--- src/hw/rtl/coc_ram.sv ---
// generic single-port-write, single-port-read ram with registered read
`timescale 1ns / 1ps
module coc_ram #(
	parameter int WIDTH  = 42,
	parameter int DEPTH  = 64,
	parameter int ADDR_W = (DEPTH > 1) ? $clog2(DEPTH) : 1
) (
	input  logic              clk,
	input  logic              we,
	input  logic [ADDR_W-1:0] waddr,
	input  logic [WIDTH-1:0]  wdata,
	input  logic              re,
	input  logic [ADDR_W-1:0] raddr,
	output logic [WIDTH-1:0]  rdata
);

	logic [WIDTH-1:0] mem [DEPTH];
	logic [WIDTH-1:0] rdata_q;

	always_ff @(posedge clk) begin
		if (we) begin
			mem[waddr] <= wdata;
		end
		if (re) begin
			rdata_q <= mem[raddr];
		end
	end

	assign rdata = rdata_q;

endmodule

--- config.mk ---
export PLATFORM = sky130hd
export DESIGN_NAME = coc_ram
export DESIGN_NICKNAME = d
export VERILOG_FILES = /design/src/hw/rtl/coc_ram.sv
export SDC_FILE = /design/constraint.sdc
export NUM_CORES = 2
export LEC_CHECK = 0
export BUFFER_PORTS_ARGS = -buffer_cell sky130_fd_sc_hd__buf_2
export CAP_MARGIN = 20
export CORE_ASPECT_RATIO = 0.9
export CORE_MARGIN = 4
export CORE_UTILIZATION = 45
export CTS_BUF_LIST = sky130_fd_sc_hd__clkbuf_16
export CTS_CLUSTER_SIZE = 30
export DETAILED_ROUTE_END_ITERATION = 8
export GPL_TIMING_DRIVEN = 0
export MAX_ROUTING_LAYER = met4
export SYNTH_ARGS = -nofsm -noshare
export SYNTH_HDL_FRONTEND = slang
export SYNTH_SLANG_ARGS = --single-unit
--- constraint.sdc ---
create_clock -name clk -period 10.75 [get_ports clk]
set_input_delay 2.15 -clock clk [delete_from_list [all_inputs] [get_ports clk]]
set_output_delay 2.15 -clock clk [all_outputs]
set_load 0.03 [all_outputs]
== Yosys cells after proc, flatten, opt, wreduce, memory -nomap -nowiden ==
Memories as Yosys holds them, arrays and structs flattened. A register that Yosys moved wholly into a read port is not among the register bits.
Cells that the tools add are included.

* Flip-flop bits (word level): 0
* Bits in writable memories: 2688
* Output and inout bits: 42
* Logic and storage cells: 3
* Memories: 1

* Mux-type cells: 2

{| class="wikitable"
|+ Memories
! name !! words !! width !! read ports !! clocked after memory_dff !! wr ports !! RTL line !! source
|-
| mem || 64 || 42 || 1 || 1 || 1 || 17 || <nowiki>logic [WIDTH-1:0] mem [DEPTH];</nowiki>
|}

{| class="wikitable"
|+ Operators with widths
! operator !! number
|-
| $mux 1 || 2
|}

== Longest topological paths before layout ==
* Depth after elaboration: 2
* Gate-level depth with buffers: 10

== Worst setup path after synthesis ==
Ideal clock, no wire load.

* Kind: input to register
* From: in waddr[3]
* To: mem mem[48][0] (enable)
* Library setup time: 0.493 ns
* Arrival time: 5.546 ns
* Path slack: 4.711 ns
* Cell stages on the path: 4
* Cell sequence: clkbuf_1 > nor2b_1 > nand4b_1 > nor3_1

{| class="wikitable"
|+ RTL lines
! element !! RTL line !! source
|-
| start: declaration || 10 || <nowiki>input logic [ADDR_W-1:0] waddr,</nowiki>
|-
| end: declaration || 17 ||
|}

No word-level cell before the write port.

==> results.md <==
- The flow ran to the end, and the final reports show no timing, DRC or antenna violations.
- The start point of the worst min-delay path is mem[16][1].
- The achievable frequency is 177.6 MHz.
- The post-synthesis area per instance is between 20 and 25 µm².
- The final setup skew is 0.05480 ns.
- The pre-antenna-repair detailed-routing pass consisted of 8 iterations.
- In this design, the largest share of critical-path delay is due to buffers and inverters.
- Setup repair after global routing left no endpoint under its margin.
- The worst endpoint data arrival time is 6.19 ns.
- Of all cell types, the one taking the most synthesized area is sky130_fd_sc_hd__edfxtp_1.
- The H-tree level count is 5.
- After synthesis, flip-flops and latches occupy between 70 and 80% of the total area.
- The largest single stage delay on the critical path is 0.90 ns.
- The buffers plus inverters on the worst setup path is 3.
- The total routing resource utilization after global routing is 25.74%.
- The path class of the lowest-slack min-delay path is register to register.
- Entering global routing, the biggest net connects 65 pins.
- The endpoint of the most critical register-to-register path is rdata[21].
- VDD sags by at most ~0.18 mV.
- At the end of routability-driven placement, the weighted congestion stood at about 0.85.
- The clock insertion delay at the later pin of the skew report is 0.94 ns.
- The endpoint type of the worst setup path is a register.
- The max-slew headroom at the worst pin is 15.98%.
- Hold timing on the final database bottoms out at a slack of 1.107 ns.
- The startpoint of the most critical register-to-register path is mem[16][21].
- TritonCTS built the clock tree.
- The average via count per standard cell is between 6 and 7.
- The first global-routing pass estimated 412400 µm of wire.
- The number of pins with negative max-slew slack in the final report is 0.
- The final setup TNS is 0 ns.
- The top cell type by area accounts for 79.00% of the synthesized area.
- At the pin with the least slew margin, the transition time is 1.260 ns.
- Overall power consumption after layout is estimated at 22.83 mW.
- The CTS sink count is 2730.
- Synthesis produced between 4k and 5k cells.
- The final antenna-violating net count is 0.
- In this run the worst path has a maximum fanout of 10.
- The path with the worst hold slack has its endpoint at rdata[1].
- The synthesized netlist contains 42 unique library cells.
- In this run, post-CTS hold repair placed 0 buffers.
- At the worst endpoint, the required time is 11.31 ns.
- The leakage power of the design is 38.40 nW.
- Detailed placement ended at an HPWL of 196800 µm.
- The die is 514.2 µm wide.
- The floorplan core area is 0.2285 mm².
- During I/O placement, the number of pins put on the boundary was 99.
- Detailed routing inserted a total of 51.30k vias.
- The cell count of the worst reg-to-reg path is 4.
- The number of nets handed over by synthesis was around 4.4k.
- The final count of hold timing violations is 0.
- The worst register-to-register path has a setup slack of 7.74 ns.
- The power per cell area is 187.9 mW/mm².
- The initial antenna violation count was 18.
- The clock tree buffer depth is 4.
- By area the synthesized netlist is led by sky130_fd_sc_hd__edfxtp_1, sky130_fd_sc_hd__mux4_2, sky130_fd_sc_hd__mux2i_1.
- STA classifies the critical path startpoint as an input port.
- The cell at the root of the clock tree is sky130_fd_sc_hd__clkbuf_16.
- The number of setup buffers added after CTS is 0.
- Along the worst hold path, the cell count comes to 4.
- The utilization after layout is 53.19%.
- The total routed wirelength is 298000 µm.
- The worst-path cell with the longest stage delay is sky130_fd_sc_hd__o22ai_1.
- Counting flops and latches in the post-synthesis netlist gives 2730.
- The total overflow reported by the global router is 0.
- The synthesized cell area is between 0.1 and 0.15 mm².
- After detailed routing, the average wire length per cell comes to 36.47 µm.
- The share of the clock period used by the worst path after layout is 52.37%.
- The area overhead of the layout relative to synthesis is 17.11%.
- The number of cell rows is 166.
- The area of all placed cells without fillers is about 0.12 mm².
- The final setup violation count is 0.
- The total die area is around 0.24 mm².
- The minimum clock period after layout is 5.630 ns.
- The final layout contains 4989 nets.
- The TritonCTS buffer count is 295.
- After clock tree synthesis, the clock-pin slew on the worst setup and hold paths is roughly 0.06 ns.
- In the final layout, the share of cells above drive strength 1 is 30.80%.
- The number of global-route vias before repair is around 50k.
- The critical path is of the input port to register type.
- Traced cell by cell, the critical path runs through buf_2 > buf_2 > clkbuf_1 > mux4_2 > mux4_2 > o22ai_1 > nor2_1.
- After clock tree synthesis, the repair step resized 0 gates.
- The floorplan die height is 463.6 µm.
- The initial utilization of the core area, before any placement, comes to 45.42%.
- The standard cell area after detailed placement is 0.1120 mm².
- The number of maximum-capacitance violations is 0.
- Input and output buffers added on the ports amount to 90.
- The number of warnings issued by yosys is 0.
- The detailed router finished its first iteration with 8139 violations.
- For this run, design rule violations remaining after detail routing come to 0.
cell usage in the layout (no fill, tap or decap), drive strengths merged, types with 11 or more instances in the layout:
cell    instances
nor3           13
bufinv         27
a221oi         26
buf           425
a21oi          31
clkinv         96
a22o           17
mux4          685
a211oi         20
edfxtp       2730
clkbuf        400
nand2          36
mux2i         154
nor2          114
nor2b          14
o221ai         32
nand3b         12
mux2           40
a22oi          83
o22ai          30
and2           11
inv            75
layer usage:
metal  wire length [µm]  track usage (%)  vias to the layer above
met1             120200            36.91                    27730
met5                  0                -                        -
met2             133700            36.67                     2998
li1                   -                -                    20000
met3              33990            6.620                      563
met4              10190            7.670                        0
area by class of cell:
cell class	count	area, µm²
Multi-Input combinational cell	1380	21000
Fill cell	17230	106900
Sequential cell	2730	81980
Antenna cell	10	25.02
Clock buffer	301	7532
Timing Repair Buffer	283	4340
Buffer	241	1265
Clock inverter	201	1594
Tap cell	3024	3784
Inverter	1	3.754
per-stage QoR:
step,setup WS [ns],instances
2_1_floorplan,4.711,4352
3_3_place_gp,-0.04037,7466
3_5_place_dp,4.305,7640
4_1_cts,5.304,8142
5_1_grt,5.236,8168
6_report,5.120,8171
power by group:
| group | internal (mW) | switching [mW] | total [mW] |
|---|---|---|---|
| sequential | 11.8 | 0.0186 | 11.8 |
| combinational | 0.438 | 0.846 | 1.28 |
| clock | 5.70 | 4.03 | 9.72 |
worst register-to-register path: cells and delay by family (launching register included):
kind	cells	cell delay, ns
muxes	2	1.00
AOI/OAI and AO/OA	1	0.96
and+or+nand+nor	1	0.30
DFF	1	0.37
synth_stat cells, drive strengths merged:
| library cell | instances |
|---|---|
| a22o | 17 |
| o22ai | 30 |
| and3 | 2 |
| nand2 | 36 |
| nor2b | 14 |
| or2 | 1 |
| inv | 1 |
| o211ai | 1 |
| buf | 143 |
| a222oi | 9 |
| or3 | 3 |
| o311a | 2 |
| nand4b | 1 |
| a31oi | 6 |
| mux2 | 40 |
| nor2 | 114 |
| a221oi | 26 |
| nor3 | 13 |
| or3b | 3 |
| mux4 | 685 |
| nand3 | 7 |
| a211o | 4 |
| o221ai | 32 |
| a22oi | 83 |
| o211a | 4 |
| a32oi | 1 |
| and2 | 11 |
| o21ai | 7 |
| nand4 | 2 |
| a21boi | 2 |
| nand2b | 7 |
| clkbuf | 98 |
| a211oi | 20 |
| nand3b | 12 |
| a21oi | 31 |
| edfxtp | 2730 |
| mux2i | 154 |
worst max-delay path by stage:
stage	cells past startpoint	slack, ns	endpoint	start
finish	7	5.12	rdata[14]	raddr[2]
global route	7	5.24	rdata[21]	raddr[2]
CTS	9	5.30	rdata[15]	raddr[2]
detailed placement	9	4.30	rdata[15]	raddr[2]
global placement	4	-0.04	mem[48][28]	waddr[3]
floorplan	4	4.71	mem[48][0]	waddr[3]
flip-flops by register name (all words and copies together) (netlist names):
| name | count |
|---|---|
| rdata | 42 |
| mem | 2688 |
kinds of logic (layout without fill, tap and decap cells):
kind of cell,Yosys count,count (layout),synth area share [%]
buffers and inverters,242,1027,1.221
muxes,879,879,16.79
AOI/OAI and AO/OA,275,275,1.987
other,0,10,0
DFF,2730,2730,79.00
and+or+nand+nor,226,226,1.003
No activity file was read; power rests on OpenSTA's default activity.
