===== src/hw/rtl/coc_pkg.sv =====
// shared types and constants for the circle obstacle clearance block
`timescale 1ns / 1ps
package coc_pkg;

	// field widths
	localparam int ACT_W    = 2;
	localparam int POS_W    = 16;
	localparam int RAD_W    = 10;
	localparam int MRG_W    = 10;
	localparam int MAXC_W   = 16;
	localparam int CLR_W    = 17;
	localparam int CNTO_W   = 7;

	// configuration port
	localparam int CFG_IDX_W = 1;
	localparam int CFG_DAT_W = 16;
	localparam logic [CFG_IDX_W-1:0] REG_SAFETY_MARGIN = 1'd0;
	localparam logic [CFG_IDX_W-1:0] REG_MAX_CLEARANCE = 1'd1;

	// action codes
	localparam logic [ACT_W-1:0] ACT_CLEAR  = 2'd0;
	localparam logic [ACT_W-1:0] ACT_APPEND = 2'd1;
	localparam logic [ACT_W-1:0] ACT_QUERY  = 2'd2;

	// datapath widths
	localparam int DIF_W   = POS_W + 1;          // coordinate difference
	localparam int SQ1_W   = 2 * POS_W;          // one squared difference
	localparam int SQ_W    = SQ1_W + 1;          // sum of squares
	localparam int RT_W    = (SQ_W + 1) / 2;     // integer root
	localparam int ISQ_W   = SQ_W + 2;           // root unit working width
	localparam int DST_W   = RT_W + 1;           // signed clearance per obstacle
	localparam int ENTRY_W = 2 * POS_W + RAD_W;  // stored x, y, radius

	typedef enum logic [1:0] {
		ST_IDLE,
		ST_SCAN,
		ST_DRAIN
	} state_t;

endpackage


===== src/hw/rtl/coc_isqrt.sv =====
// pipelined floor integer square root, one result bit per stage, with a sideband tag
`timescale 1ns / 1ps
module coc_isqrt #(
	parameter int TAG_W = 11
) (
	input  logic                     clk,
	input  logic                     arst_n,
	input  logic                     in_vld,
	input  logic [coc_pkg::SQ_W-1:0] in_val,
	input  logic [TAG_W-1:0]         in_tag,
	output logic                     out_vld,
	output logic [coc_pkg::RT_W-1:0] out_root,
	output logic [TAG_W-1:0]         out_tag
);

	import coc_pkg::*;

	logic [ISQ_W-1:0] rem_s [RT_W];
	logic [ISQ_W-1:0] res_s [RT_W];
	logic [TAG_W-1:0] tag_s [RT_W];
	logic             vld_s [RT_W];

	for (genvar k = 0; k < RT_W; k++) begin : g_stage
		localparam logic [ISQ_W-1:0] BIT =
			{{(ISQ_W-1){1'b0}}, 1'b1} << (2 * (RT_W - 1 - k));

		logic [ISQ_W-1:0] rem_in;
		logic [ISQ_W-1:0] res_in;
		logic [TAG_W-1:0] tag_in;
		logic             vld_in;
		logic [ISQ_W-1:0] trial;
		logic [ISQ_W-1:0] rem_nx;
		logic [ISQ_W-1:0] res_nx;

		if (k == 0) begin : g_first
			assign rem_in = ISQ_W'(in_val);
			assign res_in = '0;
			assign tag_in = in_tag;
			assign vld_in = in_vld;
		end else begin : g_next
			assign rem_in = rem_s[k-1];
			assign res_in = res_s[k-1];
			assign tag_in = tag_s[k-1];
			assign vld_in = vld_s[k-1];
		end

		always_comb begin
			trial = res_in + BIT;
			if (rem_in >= trial) begin
				rem_nx = rem_in - trial;
				res_nx = (res_in >> 1) + BIT;
			end else begin
				rem_nx = rem_in;
				res_nx = res_in >> 1;
			end
		end

		always_ff @(posedge clk or negedge arst_n) begin
			if (!arst_n) begin
				vld_s[k] <= 1'b0;
			end else begin
				vld_s[k] <= vld_in;
			end
		end

		always_ff @(posedge clk) begin
			rem_s[k] <= rem_nx;
			res_s[k] <= res_nx;
			tag_s[k] <= tag_in;
		end
	end

	assign out_vld  = vld_s[RT_W-1];
	assign out_root = res_s[RT_W-1][RT_W-1:0];
	assign out_tag  = tag_s[RT_W-1];

endmodule


===== config.mk =====
export PLATFORM = sky130hd
export DESIGN_NAME = coc_isqrt
export DESIGN_NICKNAME = d
export VERILOG_FILES = /design/src/hw/rtl/coc_pkg.sv /design/src/hw/rtl/coc_isqrt.sv
export SDC_FILE = /design/constraint.sdc
export NUM_CORES = 1
export LEC_CHECK = 0
export BUFFER_PORTS_ARGS = -buffer_cell sky130_fd_sc_hd__buf_2
export CAP_MARGIN = 15
export CORE_ASPECT_RATIO = 0.8
export CORE_MARGIN = 4
export CORE_UTILIZATION = 60
export CTS_CLUSTER_SIZE = 20
export DETAILED_ROUTE_END_ITERATION = 8
export GPL_TIMING_DRIVEN = 0
export HOLD_SLACK_MARGIN = 0.06
export PLACE_DENSITY = 0.88
export SETUP_SLACK_MARGIN = 0.3
export SYNTH_ARGS = -nofsm -noshare
export SYNTH_HDL_FRONTEND = slang
export SYNTH_SLANG_ARGS = --single-unit

===== constraint.sdc =====
create_clock -name clk -period 3.2 [get_ports clk]
set_input_delay 0.64 -clock clk [delete_from_list [all_inputs] [get_ports clk]]
set_output_delay 0.64 -clock clk [all_outputs]
set_load 0.005 [all_outputs]

Word-level counts from Yosys, hierarchy flattened
Memories as Yosys holds them, arrays and structs flattened.
Index checks and enable logic that the tools add are counted.
- add/sub/neg operators: 49
- $lt $le $gt $ge: 17
- multiplexer cells: 34
- operators by type and width (cell ; count):
    two-way mux 35 bit ; 33
    >= comparator 35 bit ; 16
    subtractor 35 bit ; 16
    adder 34 x 1 -> 35 bit (second input constant) ; 1
    adder 34 x 11 -> 35 bit (second input constant) ; 1
    adder 34 x 13 -> 35 bit (second input constant) ; 1
    adder 34 x 15 -> 35 bit (second input constant) ; 1
    adder 34 x 17 -> 35 bit (second input constant) ; 1
    adder 34 x 19 -> 35 bit (second input constant) ; 1
    adder 34 x 21 -> 35 bit (second input constant) ; 1
    adder 34 x 23 -> 35 bit (second input constant) ; 1
    adder 34 x 25 -> 35 bit (second input constant) ; 1
    adder 34 x 27 -> 35 bit (second input constant) ; 1
    adder 34 x 29 -> 35 bit (second input constant) ; 1
    adder 34 x 3 -> 35 bit (second input constant) ; 1
    adder 34 x 31 -> 35 bit (second input constant) ; 1
    adder 34 x 5 -> 35 bit (second input constant) ; 1
    adder 34 x 7 -> 35 bit (second input constant) ; 1
    adder 34 x 9 -> 35 bit (second input constant) ; 1
    adder 35 x 1 -> 35 bit (second input constant) ; 1
    adder 35 x 11 -> 35 bit (second input constant) ; 1
    adder 35 x 13 -> 35 bit (second input constant) ; 1
    adder 35 x 15 -> 35 bit (second input constant) ; 1
    adder 35 x 17 -> 35 bit (second input constant) ; 1
    other kinds (14) ; 14
- register bits: 17
- bits in writable memories: 1377
- input bits: 47
- output and inout port bits: 29
- memories: 3
- memories (memory ; words ; bits a word ; read ports ; clocked after memory_dff ; write ports ; line ; source):
    rem_s ; 17 ; 35 ; 16 ; 0 ; 17 ; coc_isqrt.sv:18 ; logic [ISQ_W-1:0] rem_s [RT_W];
    res_s ; 17 ; 35 ; 17 ; 0 ; 17 ; coc_isqrt.sv:19 ; logic [ISQ_W-1:0] res_s [RT_W];
    tag_s ; 17 ; 11 ; 17 ; 0 ; 17 ; coc_isqrt.sv:20 ; logic [TAG_W-1:0] tag_s [RT_W];

Longest topological paths before layout
An unclocked memory read counts as a cell.
- depth after elaboration: 4
- mapped depth: 12

Worst setup path before layout
OpenSTA, ideal clock, no wires.
- path type: reg2reg
- start: memory res_s[0][474] (netlist name)
- end: memory rem_s[0][512] (netlist name)
- setup time: 0.118 ns
- arrival: 2.741 ns
- required time: 3.082 ns
- setup slack: 0.340 ns
- stages on the path, launching flop included: 12
- buffers on the path: 1
- period minus slack after synthesis: 2.860 ns
- path through: dfxtp_1 inv_1 ha_1 clkbuf_2 and3_1 nand4_1 or4_1 and3_1 a21boi_2 or2_2 or4_1 xnor2_1
- RTL lines (element ; line):
    start, declared ; coc_isqrt.sv:19
    end, declared ; coc_isqrt.sv:18

==> flow_summary.toml <==
[run_status]
outcome = "finished clean"

[critical_path]
arrival_ns = 3.51
r2r_end = "rem_s[0][512]"
crit_type = "reg2reg"
crit_chain = "inv_1, ha_4, buf_8, and3_4, nand4_1, or4_4, and3_4, a21boi_4, or2_4, or4_4, xnor2_2"
max_stage_delay_ns = 0.59
path_delay_family = "simple AND/OR/NAND/NOR gates"
critPathSlowestCell = "or4_4"
end_kind = "register"
critPathBufInv = 2
startpoint = "res_s[0][474]"
crit_fanout = 4
cp-start-kind = "register"
reg2regPathDepth = 11
r2r-start = "res_s[0][474]"
cp-endpoint = "rem_s[0][512]"
required_ns = 3.70
crit_cells = 11
r2r_slack_ns = 0.19

[synthesis]
ys_seq_area_frac = 0.610
synth_cell_types = 73
syn_area_sq_um = 30200
synth.top_cell.area_share = 0.596
synth_area_leaders = "dfxtp_1 60%, ha_1 6.9%, xnor2_1 3.6%"
synth_seq_cells = 916
async_flop_share = 0.0186
synth-main-ff-cell = "dfxtp_1"
ys_warn_count = 0
avgSynthCellArea_sq_um = 11.1
synthCells = 2728
synth_top_area_cell = "dfxtp_1"
synth-edff-count = 0

[global_routing]
grt_use_total = 0.228
antenna_found_initial = 1
grt_pass1_wl_um = 101000
grt_pass1_vias = 20800
overflow = 0
grt_max_degree = 18

[floorplan]
start_util = 0.607
die_h_um = 209
coreArea_sq_um = 49800
num_rows = 73
fp.dieW_um = 259
dieArea_sq_um = 54000
io_pins = 76

[sta]
timing.final.crit_share = 0.941
holdWs_ns = 0.0939
finalClockSkew_ns = 0.0368
fmax_ghz = 0.332
final_max_slew_viol_count = 0
worst_pin_slew_ns = 1.10
period_minus_slack_ns = 3.01
max_slew_margin = 0.257
setup_viol = 0
hold_violations = 0
fin_ws_ns = 0.189
rsz0062_at_grt = "yes"

[clock_network]
clock_sinks = 916
cts.clk_slew.worst_paths_ns = 0.06
cts.path.max_buffers = 3
cts_tree = "yes"
cts-root-buf = "clkbuf_16"
insertion_delay_ns = 0.64
h-tree-depth = 3
numCtsBuffers = 81

[layout]
drive_above_1_share = 0.125
antennaDiodeCount = 0
nets = 3128
area_delta_synth_final_pct = 16.6
layout.cells.non_filler = 3653
regArea_sq_um = 18400
final_cell_mix = "893 x dfxtp_1, 205 x inv_1, 159 x nand2_1"
final_util = 0.708
fin_area_sq_um = 35200
multi_input_area_sq_um = 11600
nFillCells = 3216
layout_commonest_cell = "dfxtp_1"

[power_and_ir_drop]
power.density_nw_per_um2 = 899
max-vdd-ir-drop_v = 0.000650
power.leakage_nw = 16.0

[routing]
vias = 20000
first_pass_iters = 5
vias_per_cell = 5.48
drt_wl_total_um = 63300
drc = 0
avgRoutedWirePerCell_um = 17.3
ant_nets = 0
drtIter0Drc = 1318

[worst_hold_path]
hold_depth = 1
hp-class = "in2reg"

[place]
placed_area_sq_um = 31400
dp.cells = 3478
post-place-ws_ns = -0.201
numPortBuffers = 74
routabilityCongestion = 0.921
place.detailed.hpwl_um = 42900

[flow_run]
drv_cap = 0
[state kept, by name, summed over array words and instances, names as in the netlist]
register and flops:
g_stage.vld_in 16, rem_s 559, out_vld 1, res_s 153, tag_s 187
[through the flow]
stage,power [W],TNS (ns)
global route,0.0332,0
floorplan,0.0194,0
CTS,0.0313,0
detailed placement,0.0210,-2.73
global placement,0.0207,-0.736
finish,0.0317,0
[cell type report]
class,instances,area share
flip-flops and latches,916,0.523
plain buffers,33,0.00504
repair buffers,103,0.0173
clock inverters,34,0.0149
clock buffers,112,0.0656
multi-input cells,1575,0.328
inverters,205,0.0218
well taps,675,0.0240
[cells in the mapped netlist, drive strengths merged (30+ instances only)]
cell type	number
dfxtp	899
inv	205
ha	166
nand2	159
nor2	145
a21oi	128
xnor2	123
xor2	113
o21ai	108
nor4	81
nor3	79
a21o	42
o21a	40
nand2b	37
nand3	31
or3	30
[what timing repair did]
| item | in CTS | in global routing |
|---|---|---|
| pin swaps | 13 | 22 |
| endpoints found under the setup margin | 166 | 156 |
| endpoints found under the hold margin | 18 | 1 |
| gates resized for setup | 57 | 88 |
| setup buffers | 10 | 16 |
| hold buffers | 2 | 1 |
[worst min-delay path by stage]
stage | startpoint | to | slack [ns]
after floorplan | tag_s[0][89] | tag_s[0][100] | 0.31
after global placement | tag_s[0][106] | tag_s[0][117] | 0.31
after detailed placement | tag_s[0][147] | tag_s[0][158] | 0.31
after CTS | in_tag[8] | tag_s[0][8] | 0.06
after global routing | in_val[24] | rem_s[0][24] | 0.06
final | in_val[32] | res_s[0][32] | 0.09
[cell families after synthesis]
family	synth area share
other	0.000124
DFF	0.610
buffers and inverters	0.0299
muxes	0.0101
AOI/OAI and AO/OA	0.0900
and+or+nand+nor	0.123
xor gates and xnor gates	0.0684
adders and majority gates	0.0687
[layer usage]
metal,vias up,routed length [um],track usage
met5,-,0,0
met1,9545,25700,0.261
met3,209,2640,0.0418
met4,0,2780,0.105
met2,553,32200,0.414
li1,9729,-,-
[report_power, final]
| part | leakage [nW] | switching (W) | total [W] | internal, W |
|---|---|---|---|---|
| logic | 6.82 | 0.00341 | 0.00640 | 0.00298 |
| registers | 7.74 | 0.00162 | 0.0151 | 0.0135 |
| clock network | 1.39 | 0.00427 | 0.0101 | 0.00587 |
Power figures use the tool's default switching activity.
